$ cat src/design/srmd_pkg.sv
`timescale 1ns / 1ps
// ----------------------------------------------------------------------------
// srmd_pkg
// Shared types and constants of the sensor reply minifloat decoder: queue
// entry layout, status and quantity codes, and fixed-point constants.
// ----------------------------------------------------------------------------
package srmd_pkg;

  localparam int IN_TDATA_W  = 32;
  localparam int OUT_TDATA_W = 56;
  localparam int VALUE_W     = 38;
  localparam int QUEUE_DEPTH_DEFAULT = 4;

  typedef logic [1:0] status_t;
  localparam status_t STATUS_OK       = 2'd0;
  localparam status_t STATUS_ID_BAD   = 2'd1;
  localparam status_t STATUS_SUM_BAD  = 2'd2;
  localparam status_t STATUS_ZERO_PAY = 2'd3;

  typedef logic [1:0] kind_t;
  localparam kind_t KIND_RESISTANCE  = 2'd0;
  localparam kind_t KIND_VOLTAGE     = 2'd1;
  localparam kind_t KIND_TEMPERATURE = 2'd2;

  localparam logic       CMD_REQUEST   = 1'b0;
  localparam logic [7:0] BROADCAST_ID  = 8'hff;
  localparam logic [9:0] RES_SCALE     = 10'd1000;
  localparam logic [28:0] TEMP_OFFSET_Q = 29'd8388608;   // 32 in Q.18
  localparam logic [28:0] RECIP9        = 29'd477218588; // floor(2^32 / 9)

  typedef struct packed {
    logic    is_req;
    logic [7:0] byte_a;  // device id, or payload high byte
    logic [7:0] byte_b;  // command byte, or payload low byte
    kind_t   kind;
    status_t status;
    logic    link;
  } entry_t;

endpackage

$ cat src/design/sensor_reply_minifloat_decoder_core.sv
`timescale 1ns / 1ps
// ----------------------------------------------------------------------------
// sensor_reply_minifloat_decoder_core
// Polls a sensor over a byte link: expands requests into three transmit
// bytes, checks four-byte replies and decodes their minifloat payload.
// ----------------------------------------------------------------------------
//  Channel  Dir  tdata (low bit first)                            tuser / tlast
//  s_*      in   device_id, request_code, quantity_kind, rx_byte   command / -
//  m_*      out  tx_byte, value, status, link_error               result_kind / last_of_run
//
//  A decoded reply leaves as one output word; a request leaves as three.
//  After its last byte is accepted, a reply passes the queue, the pipeline and the output register.
//  The request expansion in the output register holds the pipeline and so sets the rate.
//  Reset clears the link state, the queue and the pipeline valid bits.
//  The front and the back stall independently through the entry queue.
// ----------------------------------------------------------------------------
module sensor_reply_minifloat_decoder_core #(
  parameter int QUEUE_DEPTH = srmd_pkg::QUEUE_DEPTH_DEFAULT
) (
  input  logic                             clk,
  input  logic                             rst,
  input  logic                             s_tvalid,
  output logic                             s_tready,
  // device_id[7:0], request_code[15:8], quantity_kind[17:16], rx_byte[25:18]
  input  logic [srmd_pkg::IN_TDATA_W-1:0]  s_tdata,
  // command
  input  logic                             s_tuser,
  output logic                             m_tvalid,
  input  logic                             m_tready,
  // tx_byte[7:0], value[45:8], status[47:46], link_error[48]
  output logic [srmd_pkg::OUT_TDATA_W-1:0] m_tdata,
  output logic                             m_tlast,
  // result_kind
  output logic                             m_tuser
);
  import srmd_pkg::*;

  logic   accept;
  logic   q_push, q_pop, q_valid, q_full;
  entry_t q_in, q_head;

  assign s_tready = !q_full;
  assign accept   = s_tvalid && s_tready;

  srmd_front u_front (
    .clk       (clk),
    .rst       (rst),
    .accept    (accept),
    .command   (s_tuser),
    .data      (s_tdata),
    .push      (q_push),
    .push_data (q_in)
  );

  srmd_queue #(
    .DEPTH (QUEUE_DEPTH)
  ) u_queue (
    .clk       (clk),
    .rst       (rst),
    .push      (q_push),
    .push_data (q_in),
    .pop       (q_pop),
    .not_empty (q_valid),
    .full      (q_full),
    .head      (q_head)
  );

  srmd_back u_back (
    .clk      (clk),
    .rst      (rst),
    .q_valid  (q_valid),
    .q_head   (q_head),
    .q_pop    (q_pop),
    .m_tvalid (m_tvalid),
    .m_tready (m_tready),
    .m_tdata  (m_tdata),
    .m_tlast  (m_tlast),
    .m_tuser  (m_tuser)
  );

  a_no_overflow: assert property (@(posedge clk) disable iff (rst)
    q_push |-> !q_full)
    else $error("Entry pushed into a full queue.");

  a_last_on_tx: assert property (@(posedge clk) disable iff (rst)
    (m_tvalid && m_tlast) |-> !m_tuser)
    else $error("Last marker on a decoded reply word.");

  a_error_zero: assert property (@(posedge clk) disable iff (rst)
    (m_tvalid && m_tuser && m_tdata[47:46] != STATUS_OK) |-> (m_tdata[45:8] == '0))
    else $error("Nonzero value on a failed reply.");

  a_tx_clean: assert property (@(posedge clk) disable iff (rst)
    (m_tvalid && !m_tuser) |-> (m_tdata[48:8] == '0))
    else $error("Reply fields set on a transmit word.");

endmodule

$ cat src/design/srmd_front.sv
`timescale 1ns / 1ps
// ----------------------------------------------------------------------------
// srmd_front
// Accepts request and reply words, tracks the link state, checks completed
// replies and pushes one classified entry per request or finished reply.
// ----------------------------------------------------------------------------
module srmd_front (
  input  logic                          clk,
  input  logic                          rst,
  input  logic                          accept,
  input  logic                          command,
  input  logic [srmd_pkg::IN_TDATA_W-1:0] data,
  output logic                          push,
  output srmd_pkg::entry_t              push_data
);
  import srmd_pkg::*;

  logic [7:0] device_id;
  logic [7:0] request_code;
  kind_t      quantity_kind;
  logic [7:0] rx_byte;

  logic [7:0] sent_id, sent_id_next;
  kind_t      kind_held, kind_held_next;
  logic [1:0] byte_position, byte_position_next;
  logic       link_error_flag, link_error_flag_next;
  logic [7:0] reply_bytes [3];
  status_t    status;

  assign device_id     = data[7:0];
  assign request_code  = data[15:8];
  assign quantity_kind = data[17:16];
  assign rx_byte       = data[25:18];

  always_comb begin
    push                 = 1'b0;
    push_data            = '0;
    status               = STATUS_OK;
    sent_id_next         = sent_id;
    kind_held_next       = kind_held;
    byte_position_next   = byte_position;
    link_error_flag_next = link_error_flag;
    if (accept) begin
      if (command == CMD_REQUEST) begin
        push               = 1'b1;
        push_data.is_req   = 1'b1;
        push_data.byte_a   = device_id;
        push_data.byte_b   = request_code;
        sent_id_next       = device_id;
        kind_held_next     = quantity_kind;
        byte_position_next = 2'd0;
      end else if (byte_position != 2'd3) begin
        byte_position_next = byte_position + 2'd1;
      end else begin
        byte_position_next = 2'd0;
        if (reply_bytes[0] != sent_id) begin
          status = STATUS_ID_BAD;
          if (!(sent_id == BROADCAST_ID && kind_held != KIND_RESISTANCE)) begin
            link_error_flag_next = 1'b1;
          end
        end else if ((reply_bytes[0] ^ reply_bytes[1] ^ reply_bytes[2]) != rx_byte) begin
          status = STATUS_SUM_BAD;
        end else if (reply_bytes[1] == 8'd0 && reply_bytes[2] == 8'd0) begin
          status               = STATUS_ZERO_PAY;
          link_error_flag_next = 1'b1;
        end else begin
          status               = STATUS_OK;
          link_error_flag_next = 1'b0;
        end
        push             = 1'b1;
        push_data.is_req = 1'b0;
        push_data.byte_a = reply_bytes[1];
        push_data.byte_b = reply_bytes[2];
        push_data.kind   = kind_held;
        push_data.status = status;
        push_data.link   = link_error_flag_next;
      end
    end
  end

  always_ff @(posedge clk) begin
    if (rst) begin
      sent_id         <= 8'd0;
      kind_held       <= KIND_RESISTANCE;
      byte_position   <= 2'd0;
      link_error_flag <= 1'b0;
    end else begin
      sent_id         <= sent_id_next;
      kind_held       <= kind_held_next;
      byte_position   <= byte_position_next;
      link_error_flag <= link_error_flag_next;
    end
  end

  always_ff @(posedge clk) begin
    if (accept && command != CMD_REQUEST && byte_position != 2'd3) begin
      reply_bytes[byte_position] <= rx_byte;
    end
  end

endmodule

$ cat src/design/srmd_queue.sv
`timescale 1ns / 1ps
// ----------------------------------------------------------------------------
// srmd_queue
// Short register queue of classified entries between the front and the back.
// ----------------------------------------------------------------------------
module srmd_queue #(
  parameter int DEPTH = srmd_pkg::QUEUE_DEPTH_DEFAULT
) (
  input  logic             clk,
  input  logic             rst,
  input  logic             push,
  input  srmd_pkg::entry_t push_data,
  input  logic             pop,
  output logic             not_empty,
  output logic             full,
  output srmd_pkg::entry_t head
);
  import srmd_pkg::*;

  localparam int PTR_W = (DEPTH > 1) ? $clog2(DEPTH) : 1;
  localparam int CNT_W = $clog2(DEPTH + 1);

  entry_t             slots [DEPTH];
  logic [PTR_W-1:0]   wr_ptr, rd_ptr;
  logic [CNT_W-1:0]   count;

  assign not_empty = (count != '0);
  assign full      = (count == CNT_W'(DEPTH));
  assign head      = slots[rd_ptr];

  always_ff @(posedge clk) begin
    if (rst) begin
      wr_ptr <= '0;
      rd_ptr <= '0;
      count  <= '0;
    end else begin
      if (push) begin
        wr_ptr <= (wr_ptr == PTR_W'(DEPTH - 1)) ? '0 : wr_ptr + PTR_W'(1);
      end
      if (pop) begin
        rd_ptr <= (rd_ptr == PTR_W'(DEPTH - 1)) ? '0 : rd_ptr + PTR_W'(1);
      end
      if (push && !pop) begin
        count <= count + CNT_W'(1);
      end else if (pop && !push) begin
        count <= count - CNT_W'(1);
      end
    end
  end

  always_ff @(posedge clk) begin
    if (push) begin
      slots[wr_ptr] <= push_data;
    end
  end

endmodule

$ cat src/design/srmd_back.sv
`timescale 1ns / 1ps
// ----------------------------------------------------------------------------
// srmd_back
// Pipeline that decodes the minifloat payload, scales it by quantity kind,
// and drives the output register, which expands a request into three words.
// ----------------------------------------------------------------------------
module srmd_back (
  input  logic                           clk,
  input  logic                           rst,
  input  logic                           q_valid,
  input  srmd_pkg::entry_t               q_head,
  output logic                           q_pop,
  output logic                           m_tvalid,
  input  logic                           m_tready,
  output logic [srmd_pkg::OUT_TDATA_W-1:0] m_tdata,
  output logic                           m_tlast,
  output logic                           m_tuser
);
  import srmd_pkg::*;

  logic en;

  logic v1, v2, v3, v4, v5;
  entry_t e1, e2, e3, e4, e5;

  logic [3:0]  exp1;
  logic [11:0] man1;
  logic [26:0] mag1;
  logic [36:0] res1;

  logic [26:0] mag2;
  logic [36:0] res2;
  logic signed [VALUE_W-1:0] val2;
  logic signed [28:0] qoff2;

  logic signed [VALUE_W-1:0] val3;
  logic signed [28:0] qoff3;
  logic signed [30:0] t3;
  logic [30:0] abs3;
  logic [29:0] n3;

  logic signed [VALUE_W-1:0] val4;
  logic [29:0] n4;
  logic        neg4;
  logic [58:0] prod4;

  logic signed [VALUE_W-1:0] val5;
  logic [29:0] n5;
  logic        neg5;
  logic [26:0] q05;
  logic [29:0] rem5;
  logic [26:0] quo5;
  logic signed [VALUE_W-1:0] final5;

  logic       out_valid;
  entry_t     out_ent;
  logic signed [VALUE_W-1:0] out_value;
  logic [1:0] cnt;
  logic [7:0] tx_byte;
  logic       last_word;

  assign last_word = !out_ent.is_req || cnt == 2'd2;
  assign en        = !out_valid || (m_tready && last_word);
  assign q_pop     = en && q_valid;

  assign exp1 = e1.byte_a[6:3];
  assign man1 = {1'b1, e1.byte_a[2:0], e1.byte_b};
  assign mag1 = 27'(man1) << exp1;
  assign res1 = 37'(mag1) * 37'(RES_SCALE);

  always_comb begin
    if (e2.is_req || e2.status != STATUS_OK) begin
      val2 = '0;
    end else if (e2.kind == KIND_RESISTANCE) begin
      val2 = e2.byte_a[7] ? -$signed({1'b0, res2}) : $signed({1'b0, res2});
    end else begin
      val2 = e2.byte_a[7] ? -$signed(38'(mag2)) : $signed(38'(mag2));
    end
    qoff2 = (e2.byte_a[7] ? -$signed(29'(mag2)) : $signed(29'(mag2)))
            - $signed(TEMP_OFFSET_Q);
  end

  assign t3   = (31'(qoff3) <<< 2) + 31'(qoff3);
  assign abs3 = t3[30] ? 31'(-t3) : 31'(t3);
  assign n3   = abs3[29:0] + 30'd4;

  assign prod4 = 59'(n4) * 59'(RECIP9);

  always_comb begin
    rem5 = n5 - ((30'(q05) << 3) + 30'(q05));
    quo5 = (rem5 >= 30'd9) ? q05 + 27'd1 : q05;
    if (!e5.is_req && e5.status == STATUS_OK && e5.kind == KIND_TEMPERATURE) begin
      final5 = neg5 ? -$signed(38'(quo5)) : $signed(38'(quo5));
    end else begin
      final5 = val5;
    end
  end

  always_ff @(posedge clk) begin
    if (rst) begin
      v1 <= 1'b0;
      v2 <= 1'b0;
      v3 <= 1'b0;
      v4 <= 1'b0;
      v5 <= 1'b0;
      out_valid <= 1'b0;
      cnt <= 2'd0;
    end else if (en) begin
      v1 <= q_valid;
      v2 <= v1;
      v3 <= v2;
      v4 <= v3;
      v5 <= v4;
      out_valid <= v5;
      cnt <= 2'd0;
    end else if (out_valid && m_tready) begin
      cnt <= cnt + 2'd1;
    end
  end

  always_ff @(posedge clk) begin
    if (en) begin
      e1 <= q_head;
      e2 <= e1;
      mag2 <= mag1;
      res2 <= res1;
      e3 <= e2;
      val3 <= val2;
      qoff3 <= qoff2;
      e4 <= e3;
      val4 <= val3;
      n4 <= n3;
      neg4 <= t3[30];
      e5 <= e4;
      val5 <= val4;
      n5 <= n4;
      neg5 <= neg4;
      q05 <= prod4[58:32];
      out_ent <= e5;
      out_value <= final5;
    end
  end

  always_comb begin
    case (cnt)
      2'd0:    tx_byte = out_ent.byte_a;
      2'd1:    tx_byte = out_ent.byte_b;
      2'd2:    tx_byte = out_ent.byte_a ^ out_ent.byte_b;
      default: tx_byte = 8'd0;
    endcase
    if (!out_ent.is_req) begin
      tx_byte = 8'd0;
    end
  end

  assign m_tvalid = out_valid;
  assign m_tuser  = !out_ent.is_req;
  assign m_tlast  = out_ent.is_req && cnt == 2'd2;
  assign m_tdata  = {7'd0, out_ent.link, out_ent.status, out_value, tx_byte};

endmodule

$ cat config.mk
export PLATFORM = sky130hd
export DESIGN_NAME = sensor_reply_minifloat_decoder_core
export DESIGN_NICKNAME = d
export VERILOG_FILES = /design/src/design/srmd_pkg.sv /design/src/design/sensor_reply_minifloat_decoder_core.sv /design/src/design/srmd_front.sv /design/src/design/srmd_queue.sv /design/src/design/srmd_back.sv
export SDC_FILE = /design/constraint.sdc
export NUM_CORES = 2
export LEC_CHECK = 0
export CAP_MARGIN = 20
export CORE_MARGIN = 2
export CORE_UTILIZATION = 60
export CTS_CLUSTER_SIZE = 25
export DETAILED_ROUTE_END_ITERATION = 8
export DONT_BUFFER_PORTS = 1
export PLACE_DENSITY = 0.8
export SKIP_LAST_GASP = 1
export SLEW_MARGIN = 25
export SYNTH_ARGS = -nofsm -noshare
export SYNTH_HDL_FRONTEND = slang
export SYNTH_SLANG_ARGS = --single-unit
$ cat constraint.sdc
create_clock -name clk -period 28.4 [get_ports clk]
set_input_delay 1.42 -clock clk [delete_from_list [all_inputs] [get_ports clk]]
set_output_delay 1.42 -clock clk [all_outputs]
set_load 0.05 [all_outputs]
# Yosys cells after proc, flatten, opt, wreduce, memory -nomap -nowiden
# Memories as Yosys holds them, arrays and structs flattened. A register that Yosys moved wholly into a read port is not among the register bits.
# Cells that the tools add are included.
[word_totals]
regBits = 467
ram_bits = 112
word_cells = 161
n_memories = 2
[classes]
addsub = 17
multipliers = 2
magnitude_cmp = 1
n_eq_ne = 10
shifts = 1
muxes = 34
bitwise = 5
n_reduce_logical = 34
[memory_table]
columns = ["name", "depth", "word_bits", "read_ports", "rd_ports_with_merged_regs", "write_ports", "line_no", "source"]
rows = [
  ["u_queue.slots", 4, 22, 1, 1, 1, "srmd_queue.sv:23", "entry_t slots [DEPTH];"],
  ["u_front.reply_bytes", 3, 8, 3, 0, 1, "srmd_front.sv:27", "logic [7:0] reply_bytes [3];"],
]
[op_table]
columns = ["operator", "count"]
rows = [
  ["$mux W38", 5],
  ["$neg A27 Y38", 2],
  ["$mul A30 B27 Y57 const B", 1],
  ["$neg A37 Y38", 1],
  ["$mul A27 B7 Y34 const B", 1],
  ["$add A31 B29 Y31", 1],
  ["$add A30 B27 Y30", 1],
  ["$add A30 B3 Y30 const B", 1],
  ["$ge A30 B4 Y1 const B", 1],
  ["$mux W30", 1],
  ["$neg A30 Y30", 1],
  ["$sub A30 B30 Y30", 1],
  ["$mux W29", 1],
  ["$neg A27 Y29", 1],
  ["$sub A29 B25 Y29 const B", 1],
  ["$add A27 B1 Y27 const B", 1],
  ["$mux W27", 1],
  ["$shl A12 B4 Y27", 1],
  ["$pmux W8 S3", 1],
  ["$xor A8 B8 Y8", 3],
  ["$mux W22", 1],
  ["$mux W21", 1],
  ["$mux W17", 1],
  ["$logic_not A8 Y1", 2],
  ["other kinds (24)", 72],
]

# Logic depth before layout (Yosys ltp)
# An unclocked memory read counts as a cell.
[logic_depth]
depth_word = 9
ltp_mapped = 29
ltp_nobuf = 29

# Hierarchy
# A second synthesis with hierarchy kept.
[unflattened]
hier_cells = 3812
hier_area_um2 = 44117.3
[by_module_without_submodules]
columns = ["module", "instances", "cells_per_inst", "area_each_um2", "seq_area_each_um2"]
rows = [
  ["srmd_back", 1, 3472, 38615.8, 13943.4],
  ["srmd_queue", 1, 158, 3619.7, 2822.7],
  ["srmd_front", 1, 180, 1871.8, 980.9],
  ["sensor_reply_minifloat_decoder_core", 1, 2, 10.0, 0.0],
]

# Worst setup path after synthesis
# OpenSTA, ideal clock, no wires.
[synth_path]
kind = "input-to-reg"
startpoint = "input m_tready"
endpoint = "register u_queue.count[2]"
setup_time_ns = 0.070
arrival_time_ns = 14.883
required_time_ns = 28.330
setup_slack_ns = 13.447
path_stages = 11
cell_sequence = "o21ai_0 > and2_1 > clkbuf_1 > clkinv_1 > o31ai_1 > ha_1 > inv_1 > fa_1 > xor2_1 > or3_1 > a21oi_1"
[synth_via]
elab_chain_cells = 6
elab_cells_between_ends = 8
cone_classes = "mux (1); reduce/logical (7)"
[synth_lines]
columns = ["element", "line_no", "source"]
rows = [
  ["start: declaration", "sensor_reply_minifloat_decoder_core.sv:29", "input logic m_tready,"],
  ["$logic_and A1 B1 Y1 (*)", "srmd_back.sv:63", "assign en = !out_valid || (m_tready && last_word);"],
  ["$logic_or A1 B1 Y1 (*)", "srmd_back.sv:63", ""],
  ["net u_back.en", "srmd_back.sv:21", "logic en;"],
  ["$logic_and A1 B1 Y1 (*)", "srmd_back.sv:64", "assign q_pop = en && q_valid;"],
  ["$logic_not A1 Y1", "srmd_queue.sv:43", "if (push && !pop) begin"],
  ["$logic_and A1 B1 Y1", "srmd_queue.sv:43", ""],
  ["$mux W3 or $reduce_bool A2 Y1 (tied branches)", "n/a", ""],
  ["end signal: assignment", "srmd_queue.sv:44", "count <= count + CNT_W'(1);"],
  ["end signal: assignment", "srmd_queue.sv:46", "count <= count - CNT_W'(1);"],
  ["end: declaration", "srmd_queue.sv:25", "logic [CNT_W-1:0] count;"],
]
# The timed path passes the listed nets; every way through them passes the cells marked *.
# A chain may end at the register's enable or synchronous reset.

# Final worst setup path
[layout_path]
startpoint = "register u_back.n4[3]"
endpoint = "register u_back.q05[26] (data pin)"
[layout_via]
elab_chain_cells = 1
[layout_lines]
columns = ["element", "line_no", "source"]
rows = [
  ["start: declaration", "srmd_back.sv:43", "logic [29:0] n4;"],
  ["start signal: assignment", "srmd_back.sv:132", "n4 <= n3;"],
  ["$mul A30 B27 Y57", "srmd_back.sv:87", "assign prod4 = 59'(n4) * 59'(RECIP9);"],
  ["net u_back.prod4[58]", "srmd_back.sv:45", "logic [58:0] prod4;"],
  ["end signal: assignment", "srmd_back.sv:138", "q05 <= prod4[58:32];"],
  ["end: declaration", "srmd_back.sv:50", "logic [26:0] q05;"],
]
# The timed path passes the listed nets, and every way through them passes these cells.

==> flow_summary_export.csv <==
group,metric,value,unit
synth,syn_area,43900,sq um
cells_and_area,num-nets-final,4511,
drt,first_pass_iters,7,
timing,grt_setup_unrepaired,"no",
clocking,ctsResizeCount,0,
die,rows,99,
hold_path,hold_class,"reg -> reg",
synth,synth_seq_cells,599,
global_route,grt_max_degree,177,
clocking,cts_setup_buffers,0,
placed_design,place_area,45000,sq um
critical_path,cp.required,28770,ps
cells_and_area,n_fill_cell,5350,
die,die_height,275,um
drt,wirelength,96.0,mm
synth,synth_cell_types,100,
placed_design,gp_congestion,0.972,
clocking,clkLatencyLatePin,660,ps
cells_and_area,syn2layout_area_growth,6.85,%
clocking,cts_tree,"done",
placed_design,numPortBuffers,0,
critical_path,crit_type,"reg -> reg",
die,ioPinCount,97,
critical_path,slowest_stage,"a2111oi_0",
clocking,cts-hold-fix-buffers,0,
timing,clock_skew,59.1,ps
timing,hold_ws,389,ps
critical_path,critPathLaunchType,"register",
hold_path,hold_depth,0,
critical_path,path_max_fanout,4,
critical_path,critical_path.max_stage_delay,840,ps
critical_path,r2r_cells,28,
timing,fmaxAchievable,0.108,GHz
placed_design,dp_hpwl,75.2,mm
drt,num_vias,27800,
synth,synth_top_area_cell,"edfxtp_1",
timing,hold_viol_final,0,
synth,avgSynthCellArea,11.8,sq um
status,status,"completed",
critical_path,crit_top_cell,"fa_1",
timing,slew-limit-headroom,29.6,%
global_route,grt_pass1_wl,153,mm
synth,async_reset_ff_share,0,%
global_route,overflow,0,
synth,ys.warnings.count,0,
critical_path,r2r_end,"u_back.q05[26]$_DFFE_PP_",
drt,vias_per_cell,5.86,
global_route,antenna_found_initial,1,
critical_path,rr_startpoint,"u_back.n4[3]$_DFFE_PP_",
critical_path,reg2reg_slack,19170,ps
global_route,grt_pass1_vias,28300,
drt,drt_iter0_drc,1949,
synth,synth_cells,3738,
timing,final.setup.tns,0,ps
timing,setup_viol,0,
timing,post-route-period-util,32.5,%
die,core,72700,sq um
clocking,cts.path.max_buffers,3,
clocking,clock_sinks,599,
cells_and_area,layout-drive-gt1-share,6.01,%
drt,antenna_left,0,
synth,yosysSeqAreaShare,40.3,%
die,die_area,75400,sq um
timing,final.min_clock_period,9230,ps
hold_path,hold_start,"u_back.val4[24]$_DFFE_PP_",
critical_path,arrival,9600,ps
timing,maxSlewViolCount,0,
critical_path,crit_path_end_kind,"register",
hold_path,holdPathEnd,"u_back.val5[24]$_DFFE_PP_",
die,chipWidth,275,um
clocking,path_clk_slew,60,ps
job,max_cap_violations,0,
drt,drc,0,
clocking,htreeDepth,2,
synth,synth_edf_count,571,
synth,ys.flop_type,"edfxtp_1",
timing,tightest_slew,1060,ps
clocking,cts_buffers,58,
global_route,track_usage,26.2,%
cells_and_area,stdcell_area,46900,sq um
drt,avgRoutedWirePerCell,20.3,um
synth,yosys-top-cells-area,"edfxtp_1, fa_1, ha_1",
clocking,root_buffer,"clkbuf_16",
synth,synth_top_area_share,39.0,%
die,initial_core_util,60.4,%
[cells in the final DEF (no fill, tap or decap), types with 72 or more instances in the layout]
cell type and count:
a21o_1 72, nor2_1 172, ha_1 403, a21oi_1 157
inv_1 472, edfxtp_1 571, o21ai_0 110, fa_1 337
nand2_1 230, xor2_1 121, xnor2_1 193
[sequential cells by signal, indices dropped and copies added (netlist names), 3 cells and up]
name and cells:
u_back.e4 22, u_back.out_value 38, u_back.val4 38, u_back.e1 22, u_back.m_tdata 3, u_back.res2 32, u_back.n4 30, u_back.e5 22
u_back.e3 22, u_front.reply_bytes 24, u_back.out_ent 17, u_queue.slots 88, u_back.n5 30, u_back.mag2 27, u_front.sent_id 8, u_back.e2 22
u_back.qoff3 29, u_queue.count 3, u_back.val5 38, u_back.val3 38, u_back.q05 27
[kinds of logic after synthesis]
| group | count (synthesis) | share of synthesized area, % |
|---|---|---|
| fa+ha+maj | 740 | 26.8 |
| compound gates | 635 | 9.86 |
| other cells | 1 | 0.00854 |
| simple gates | 808 | 9.32 |
| flops | 599 | 40.3 |
| buf+inv | 571 | 5.00 |
| mux | 69 | 2.34 |
| xor+xnor | 315 | 6.31 |
[how the worst max path moves through the flow]
stage | from | to | slack (ps) | cells after the start
detailed placement | u_back.n4[3]$_DFFE_PP_ | u_back.q05[26]$_DFFE_PP_ | 19220 | 28
floorplan | m_tready | u_queue.count[2]$_SDFFE_PP0P_ | 13450 | 11
global route | u_back.n4[3]$_DFFE_PP_ | u_back.q05[26]$_DFFE_PP_ | 18810 | 28
CTS | u_back.n4[3]$_DFFE_PP_ | u_back.q05[26]$_DFFE_PP_ | 19180 | 28
finish | u_back.n4[3]$_DFFE_PP_ | u_back.q05[26]$_DFFE_PP_ | 19170 | 28
global placement | u_back.n4[3]$_DFFE_PP_ | u_back.q05[26]$_DFFE_PP_ | 19380 | 28
[routing by layer]
| metal | GRT usage [%] | wire length [um] | vias up |
|---|---|---|---|
| li1 | - | - | 13100 |
| met1 | 32.8 | 38500 | 13700 |
| met2 | 46.5 | 48800 | 746 |
| met3 | 3.00 | 4400 | 223 |
| met4 | 10.6 | 4270 | 0 |
| met5 | 0 | 0 | - |
[cell type report]
class	instances	area (sq um)	share of cell area [%]
Multi-Input combinational cell	2574	24100	51.3
Sequential cell	599	17700	37.7
Inverter	478	1800	3.84
Clock buffer	66	1480	3.16
Tap cell	959	1200	2.56
Clock inverter	39	479	1.02
Timing Repair Buffer	23	185	0.395
Antenna cell	1	2.50	0.00533
[cell usage after synthesis (10+ instances only)]
cell / instances
nor4_1: 17
inv_1: 472
nor3_1: 68
nor2b_1: 25
buf_4: 10
xor2_1: 121
nand2_1: 231
and3_1: 21
a22o_1: 10
o211ai_1: 14
a22oi_1: 10
xnor2_1: 193
o21ai_0: 110
or4_1: 18
dfxtp_1: 28
or3_1: 34
nand3_1: 57
and2_1: 38
a211o_1: 11
o31ai_1: 25
a211oi_1: 43
clkbuf_1: 71
a21oi_1: 160
nand2b_1: 25
o41ai_1: 13
o21bai_1: 13
fa_1: 337
nor2_1: 173
ha_1: 403
or2_2: 24
a31oi_1: 21
o21a_1: 29
mux4_2: 26
mux2i_1: 37
o21ai_1: 12
nand4_1: 29
a21o_1: 72
edfxtp_1: 571
[critical path, delay by kind of cell (launching register included)]
kind                       cells  cell delay (ps)
xor gates and xnor gates       2              290
and+or+nand+nor                4              850
adders and majority gates      8             3720
buffers and inverters          4              340
DFF                            1              570
AOI/OAI and AO/OA             10             3180
[metrics by stage]
| step | utilization (%) | worst slack (ps) | std cells |
|---|---|---|---|
| 2_1_floorplan | - | 13450 | 3744 |
| 3_3_place_gp | 61.8 | 19380 | 4633 |
| 3_5_place_dp | 61.8 | 19220 | 4633 |
| 4_1_cts | 64.5 | 19180 | 4738 |
| 5_1_grt | 64.5 | 18810 | 4738 |
| 6_report | 64.5 | 19170 | 4739 |
Power is left out: the tool's default activity adds up to more than one toggle a clock period on the data nets, which glitch-free logic cannot reach.
